--- src/rtl/tcw_pkg.sv ---
`default_nettype none
// ----------------------------------------------------------------------------
// tcw_pkg
// Shared types and constants of the text console writer: request and result
// items, controller commands and datapath status.
// ----------------------------------------------------------------------------
package tcw_pkg;

    localparam int TCW_COLUMNS = 80;
    localparam int TCW_ROWS    = 25;

    // Request codes.
    localparam logic [1:0] REQ_PUT   = 2'd0;
    localparam logic [1:0] REQ_CLEAR = 2'd1;
    localparam logic [1:0] REQ_WRITE = 2'd2;
    localparam logic [1:0] REQ_READ  = 2'd3;

    // Character codes with special meaning.
    localparam logic [7:0] CH_BLANK   = 8'h20;
    localparam logic [7:0] CH_NEWLINE = 8'h0A;
    localparam logic [7:0] CH_RETURN  = 8'h0D;
    localparam logic [7:0] CH_TAB     = 8'h09;

    localparam int TAB_STEP = 8;

    // Counter load selection.
    localparam logic [1:0] CNT_ZERO     = 2'd0;
    localparam logic [1:0] CNT_COLS     = 2'd1;
    localparam logic [1:0] CNT_LAST_ROW = 2'd2;

    typedef struct packed {
        logic [1:0] req_type;
        logic [7:0] char_code;
        logic [6:0] column;
        logic [4:0] row;
    } tcw_in_t;

    typedef struct packed {
        logic [6:0] cursor_col;
        logic [4:0] cursor_row;
        logic [7:0] cell_char;
        logic [7:0] cell_attr;
    } tcw_out_t;

    typedef struct packed {
        logic       capture;
        logic       exec;
        logic       cnt_load;
        logic [1:0] cnt_sel;
        logic       cnt_inc;
        logic       copy_rd;
        logic       blank_wr;
        logic       load_out;
    } tcw_cmd_t;

    typedef struct packed {
        logic [1:0] req_type;
        logic       need_scroll;
        logic       cnt_last;
        logic       out_free;
    } tcw_stat_t;

endpackage
`default_nettype wire

--- src/rtl/tcw_ctrl.sv ---
`default_nettype none
// ----------------------------------------------------------------------------
// tcw_ctrl
// Sequencer of the console: takes one request, runs it, walks the screen
// store for scroll and clear, and hands the result to the output register.
// ----------------------------------------------------------------------------
module tcw_ctrl (
    input  wire logic              aclk,
    input  wire logic              aresetn,
    input  wire logic              s_valid,
    output logic                   s_ready,
    input  wire tcw_pkg::tcw_stat_t stat,
    output tcw_pkg::tcw_cmd_t      cmd
);
    import tcw_pkg::*;

    localparam logic [2:0] ST_IDLE   = 3'd0;
    localparam logic [2:0] ST_EXEC   = 3'd1;
    localparam logic [2:0] ST_SCROLL = 3'd2;
    localparam logic [2:0] ST_DRAIN  = 3'd3;
    localparam logic [2:0] ST_BLANK  = 3'd4;
    localparam logic [2:0] ST_FINISH = 3'd5;

    logic [2:0] state_reg;
    logic [2:0] state_next;

    assign s_ready = (state_reg == ST_IDLE);

    always_comb begin
        state_next = state_reg;
        cmd        = '0;
        unique case (state_reg)
            ST_IDLE: begin
                if (s_valid) begin
                    cmd.capture = 1'b1;
                    state_next  = ST_EXEC;
                end
            end
            ST_EXEC: begin
                cmd.exec = 1'b1;
                if (stat.req_type == REQ_CLEAR) begin
                    cmd.cnt_load = 1'b1;
                    cmd.cnt_sel  = CNT_ZERO;
                    state_next   = ST_BLANK;
                end else if (stat.req_type == REQ_PUT && stat.need_scroll) begin
                    cmd.cnt_load = 1'b1;
                    cmd.cnt_sel  = CNT_COLS;
                    state_next   = ST_SCROLL;
                end else begin
                    state_next = ST_FINISH;
                end
            end
            ST_SCROLL: begin
                cmd.copy_rd = 1'b1;
                if (stat.cnt_last) begin
                    state_next = ST_DRAIN;
                end else begin
                    cmd.cnt_inc = 1'b1;
                end
            end
            ST_DRAIN: begin
                // The last copy write retires here; then the bottom line is blanked.
                cmd.cnt_load = 1'b1;
                cmd.cnt_sel  = CNT_LAST_ROW;
                state_next   = ST_BLANK;
            end
            ST_BLANK: begin
                cmd.blank_wr = 1'b1;
                if (stat.cnt_last) begin
                    state_next = ST_FINISH;
                end else begin
                    cmd.cnt_inc = 1'b1;
                end
            end
            ST_FINISH: begin
                if (stat.out_free) begin
                    cmd.load_out = 1'b1;
                    state_next   = ST_IDLE;
                end
            end
            default: begin
                state_next = ST_IDLE;
            end
        endcase
    end

    always_ff @(posedge aclk) begin
        if (!aresetn) begin
            state_reg <= ST_IDLE;
        end else begin
            state_reg <= state_next;
        end
    end

endmodule
`default_nettype wire

--- config.mk ---
export PLATFORM = sky130hd
export DESIGN_NAME = tcw_ctrl
export DESIGN_NICKNAME = d
export VERILOG_FILES = /design/src/rtl/tcw_pkg.sv /design/src/rtl/tcw_ctrl.sv
export SDC_FILE = /design/constraint.sdc
export NUM_CORES = 1
export LEC_CHECK = 0
export BUFFER_PORTS_ARGS = -buffer_cell sky130_fd_sc_hd__buf_2
export CAP_MARGIN = 20
export CORE_AREA = 2 2 39 41
export CTS_CLUSTER_SIZE = 16
export DETAILED_ROUTE_END_ITERATION = 8
export DIE_AREA = 0 0 41 43
export GPL_ROUTABILITY_DRIVEN = 0
export SLEW_MARGIN = 30
export SYNTH_ARGS = -nofsm -noshare
export SYNTH_HDL_FRONTEND = slang
export SYNTH_SLANG_ARGS = --single-unit
--- constraint.sdc ---
create_clock -name aclk -period 1.44 [get_ports aclk]
set_input_delay 0.36 -clock aclk [delete_from_list [all_inputs] [get_ports aclk]]
set_output_delay 0.36 -clock aclk [all_outputs]
set_load 0.1 [all_outputs]
==> results of run 1 <==
synthesized netlist by cell type:
cell type	number
and3_1	1
nor3_1	5
nand2_1	2
and2_1	1
a21oi_1	2
nor4_1	2
or4b_4	1
o21bai_1	1
inv_1	2
nand2b_1	1
xnor2_1	1
buf_2	1
buf_6	1
dfxtp_1	3
nor2_1	3
nand3_1	1
mux2i_1	1
clkbuf_1	1
a21boi_0	1
a211oi_1	1
o21ai_0	1
cell usage in the layout, fill, tap and decap left out:
cell,synthesis,layout
buf_12,0,11
buf_2,1,7
buf_6,1,6
nor3_4,0,5
buf_4,0,5
nor2_4,0,3
clkbuf_4,0,3
nor4_1,2,2
dfxtp_4,0,2
inv_2,0,1
nand2b_4,0,1
clkinvlp_4,0,1
or4b_4,1,1
o21bai_1,1,1
a21oi_4,0,1
xnor2_1,1,1
nand2_4,0,1
and2_4,0,1
mux2i_1,1,1
and3_1,1,1
a21oi_1,2,1
o21ai_0,1,1
a211oi_2,0,1
nand2_1,2,1
nand3_1,1,1
a21boi_0,1,1
clkbuf_1,1,1
dfxtp_2,0,1
power by group through the flow:
stage,Clock (mW),Combinational [mW],Sequential (mW)
2_1_floorplan,0,0.312,0.0972
3_3_place_gp,0,0.468,0.106
3_5_place_dp,0,0.472,0.105
4_1_cts,0.160,0.487,0.113
5_1_grt,0.169,0.574,0.114
6_report,0.153,0.553,0.113
worst max-delay path by stage:
stage                 startpoint  endpoint  slack, ns  cells after the start
global route        state_reg[1]    cmd[6]      -0.33                      4
global placement         stat[3]    cmd[4]      -0.20                      4
CTS                 state_reg[1]    cmd[4]      -0.30                      3
finish              state_reg[1]    cmd[4]      -0.28                      3
floorplan           state_reg[1]    cmd[8]      -0.66                      3
detailed placement       stat[3]    cmd[4]      -0.21                      4
logic make-up (layout without fill, tap and decap cells):
logic type             after synthesis  count (layout)  share of synthesized area [%]
AO/OA/AOI/OAI                        6               6                           15.8
buffers and inverters                5              35                           11.6
multiplexers                         1               1                           4.21
AND/OR/NAND/NOR                     17              17                           39.5
flip-flops                           3               3                           25.3
XOR/XNOR                             1               1                           3.68
per-layer routing:
layer / vias up / GRT usage, % / wire, µm
met1: 168 / 15.4 / 328
met4: 0 / 8.00 / 0
li1: 175 / - / -
met2: 9 / 19.1 / 547
met3: 0 / 3.14 / 33
met5: - / 0 / 0
cell type report:
cell class	count	share of cell area, %
timing repair buffer	29	48.1
multi-input combinational	25	35.1
sequential	3	9.18
clock buffer	4	3.51
tap	16	2.67
inverter	2	1.50
stage by stage:
stage	power, mW	utilization [%]	cell area, µm²	hold WS (ns)
2_1_floorplan	0.410	-	314	0.510
3_3_place_gp	0.574	42.9	594	0.528
3_5_place_dp	0.577	42.9	594	0.533
4_1_cts	0.760	47.4	656	0.383
5_1_grt	0.857	54.2	749	0.404
6_report	0.818	54.2	749	0.396
repair_timing:
item | CTS | global route
hold endpoints to repair | 0 | 0
endpoints found under the setup margin | 10 | 10
pin swaps | 4 | 4
gates resized for setup | 12 | 10
setup buffers | 0 | 5
==> metrics.txt, run 1 <==
status finished with violations; violated checks setup timing; CTS Hold Bufs 0; total placed cells including tap cells 70; die width 41 µm; crit path capture type output port; worst reg-to-reg path cell count 4; share of cells above drive strength 1 just over 80%; CP startpoint kind flop; Logic pwr share between 60% and 70%; initial antenna violation count 0; ant diodes 0; setup TNS -1.69 ns; clock sink total 3; worst r2r src state_reg[1]; DR pass1 iterations 4; clock network power share 18.7%; initial DRC count 4; sequential cell area 68.8 µm²; CP Cell Sequence or4b_4 -> nor2_4 -> buf_12; PnR worst setup slack -0.275 ns; final non-filler cell total 79; I/O pin cnt 18; Area Growth Syn to Fin 215%; slack of the worst reg-to-reg path ~0.12 ns; number of vias per cell roughly 4.5; CTS tree yes; worst-case vdd ir drop 0.000723 V; Hold Path Class in -> reg; CTS clk-pin slew, worst paths 0.04 ns; Slew Limit Fails 0; DR WL/cell between 10 and 15 µm; largest cells by area after synthesis dfxtp_1 25%, nor3_1 11%, or4b_4 5.8%, nor4_1 5.3%, buf_6 4.7%; minimum clock period 1.72 ns; Fill cells between 100 and 150; Hold Violations, Final 0; Die Ht 43 µm; WS Path Type reg -> out; cells after synthesis 33; CP peak stage delay 0.50 ns; starting density of the core 17.2%; number of global-route vias before repair 352; via count 352; RSZ-0062 raised after global routing true; Period Utilization, post-route 119%; Num CTS Buffers 3; total track usage 12.7%; cell taking the most area after synthesis dfxtp_1; Yosys cell types 21; leakage approximately 0.30 nW; Root Driver clkbuf_4; required time of the critical path ~1.1 ns; GRT Residual Overflow 0; end of the worst register-to-register path state_reg[1]; mean area per synthesized cell around 7.2 µm²; largest net degree at the start of global routing 9; worst-case clock buffer depth 2; row count 14; first-pass GRT wire length 1480 µm; hold path depth 2; Setup Viol. Count Final 9; CORE AREA 1380 µm²; #FFs+latches synth 3; Die Area about 1800 µm²; Final ANT Viol Nets 0; Port Buffers 17; H-tree Lvls 1; Rel. slew slack between 80 and 90%; Flop pwr share 13.8%; Skew-Pair Late Insertion Delay 0.24 ns; worst path bufs/invs 1; Fmax achieved approximately 0.58 GHz; pwr/cell area 1090 nW/µm²; family with the most delay on the worst path simple AND/OR/NAND/NOR gates; pre-CTS setup slack -0.211 ns; max FFs per register 3; critical path's slowest cell or4b_4; mapped cell area 238 µm²; worst slew pin tran 0.265 ns; top cell type's share of synthesized area 25.3%; Net Count, Synth around 40; detailed placement HPWL roughly 670 µm; Clock Skews 0.00482 ns; Int Pwr approximately 430 µW; post-synthesis sequential area ratio between 20% and 30%; Net Switching a little under 400 µW; Worst Hold End state_reg[1]; multi-input logic area 263 µm²; CP Max Fanout 2; final net count 72; Hold Path Origin aresetn; max_cap viols 0; # DRC 0; routed wire length about 910 µm; synth warn 0; sw frac between 40% and 50%; Crit path arrival time 1.36 ns
(Power assumes the default switching activity.)
==> run 2: changes to the inputs <==
- REMOVE_ABC_BUFFERS: default -> 1
- SKIP_CTS_REPAIR_TIMING: default -> 1
==> run 2 against run 1 <==
Clock power is essentially flat. Non-clock buffer count shrank 1. Clock-buffer cell count is the same. Critical endpoint unchanged. Sequential power is essentially flat. The flow still finishes with violations (setup timing). Setup slack lost 0.016 ns. Global-route usage shrank 2.0 points.
==> metrics.txt, run 2 (synthesized netlist as in run 1, its figures left out) <==
status finished with violations (unchanged); violated checks setup timing (unchanged); total track usage 10.7% (was 12.7%); largest net degree at the start of global routing 9 (unchanged); Die Ht 43 µm (unchanged); final core utilization 46.1% (was 54.2%); crit path capture type output port (unchanged); Setup Viol. Count Final 10 (was 9); share of cells above drive strength 1 71.0% (was 81.0%); pre-CTS setup slack -0.323 ns (was -0.211 ns); slack of the worst reg-to-reg path 0.09 ns (was 0.12 ns); Crit path arrival time 1.37 ns (was 1.36 ns); detailed placement HPWL 630 µm (was 671 µm); most common cell after layout, fill and taps aside buf_4 (was buf_12); worst r2r src state_reg[1] (unchanged); clock sink total 3 (unchanged); GRT Residual Overflow 0 (unchanged); die width 41 µm (unchanged); DR pass1 iterations 1 (was 4); CP startpoint kind flop (unchanged); RSZ-0062 raised after global routing true (unchanged); Die Area 1760 µm² (unchanged); Final ANT Viol Nets 0 (unchanged); leakage 0.267 nW (was 0.298 nW); I/O pin cnt 18 (unchanged); pwr/cell area 1140 nW/µm² (was 1090 nW/µm²); PnR worst setup slack -0.291 ns (was -0.275 ns); CTS tree yes (unchanged); required time of the critical path 1.08 ns (about the same); Num CTS Buffers 3 (unchanged); end of the worst register-to-register path state_reg[0] (was state_reg[1]); family with the most delay on the worst path simple AND/OR/NAND/NOR gates (unchanged); CTS clk-pin slew, worst paths 0.04 ns (about the same); minimum clock period 1.73 ns (was 1.72 ns); Hold Path Class in -> reg (unchanged); Clock Skews 0.00606 ns (was 0.00482 ns); worst-case clock buffer depth 2 (unchanged); number of global-route vias before repair 344 (was 352); Area Growth Syn to Fin 168% (was 215%); Slew Limit Fails 0 (unchanged); worst reg-to-reg path cell count 6 (was 4); final net count 71 (was 72); CP Max Fanout 2 (unchanged); Hold Violations, Final 0 (unchanged); critical path's slowest cell or4b_4 (unchanged); Worst Hold End state_reg[0] (was state_reg[1]); via count 350 (was 352); H-tree Lvls 1 (unchanged); starting density of the core 17.2% (unchanged); WS Path Type reg -> out (unchanged); Skew-Pair Late Insertion Delay 0.24 ns (about the same); worst slew pin tran 0.239 ns (was 0.265 ns); DR WL/cell 11.1 µm (was 11.5 µm); commonest non-fill, non-tap cells in the layout 11 x buf_4, 10 x buf_12, 7 x buf_2 (was 11 x buf_12, 7 x buf_2, 6 x buf_6); number of vias per cell 4.49 (was 4.46); CORE AREA 1380 µm² (unchanged); hold path depth 3 (was 2); CP peak stage delay 0.50 ns (about the same); row count 14 (unchanged); Port Buffers 17 (unchanged); routed wire length 867 µm (was 909 µm); CP Cell Sequence or4b_4 -> nor2_4 -> buf_12 (unchanged); initial antenna violation count 0 (unchanged); Rel. slew slack 84.0% (was 82.3%); # DRC 0 (unchanged); Hold Path Origin aresetn (unchanged); max FFs per register 3 (unchanged); max_cap viols 0 (unchanged); worst path bufs/invs 1 (unchanged); Fmax achieved 0.578 GHz (was 0.583 GHz); Period Utilization, post-route 120% (was 119%); CP Launch Point state_reg[1] (unchanged); first-pass GRT wire length 1280 µm (was 1480 µm); ant diodes 0 (unchanged); initial DRC count 0 (was 4); Root Driver clkbuf_4 (unchanged); worst-case vdd ir drop 0.000393 V (was 0.000723 V)
==> run 2: cell types whose count changed in the layout (fill, tap and decap cells not counted), moves of 4 or more <==
cell    previous run  this run
buf_4              5        11
buf_6              6         0
nor3_4             5         0
nor3_2             0         4
==> run 2: layout make-up <==
cell class | instances | area, µm²
Multi-Input combinational cell | 25 | 199
Sequential cell | 3 | 67.6
Timing Repair Buffer | 28 | 318
Clock buffer | 4 | 26.3
Tap cell | 16 | 20.0
Fill cell | 138 | 746
Inverter | 2 | 7.51
==> run 2: worst reg2reg max path, cell delays in order (launching register included) <==
cell,delay [ns]
dfxtp_1,0.30
buf_4,0.17
inv_1,0.17
a21oi_2,0.11
buf_4,0.14
buf_4,0.12
nor4_1,0.24
==> run 2: how the worst max path moves through the flow <==
| stage | to | depth (start not counted) |
|---|---|---|
| after floorplan | cmd[8] | 2 |
| after global placement | cmd[4] | 4 |
| after detailed placement | cmd[4] | 4 |
| after CTS | cmd[4] | 3 |
| after global routing | cmd[4] | 3 |
| final | cmd[4] | 3 |
==> run 2: metrics by stage <==
stage | cell area (µm²) | cells | TNS [ns] | total power, mW | hold WS, ns
2_1_floorplan | 218 | 30 | -14.70 | 0.354 | 0.510
3_5_place_dp | 541 | 72 | -0.426 | 0.536 | 0.559
3_3_place_gp | 541 | 72 | -0.344 | 0.532 | 0.529
6_report | 638 | 78 | -1.62 | 0.728 | 0.390
4_1_cts | 567 | 76 | -2.27 | 0.689 | 0.393
5_1_grt | 638 | 78 | -2.26 | 0.763 | 0.395
==> run 2: routing by layer <==
metal	track usage, %	part of all wire [%]	vias up
met3	3.14	2.7	2
met2	17.2	60	10
met4	6.00	1.2	0
li1	-	-	174
met1	11.9	36	164
met5	0	0	-
==> run 2: report_power, final <==
part / internal (mW) / total, mW / leakage, nW / switching [mW]
logic: 0.183 / 0.462 / 0.226 / 0.279
clock network: 0.104 / 0.150 / 0.0150 / 0.0457
registers: 0.0954 / 0.116 / 0.0259 / 0.0210
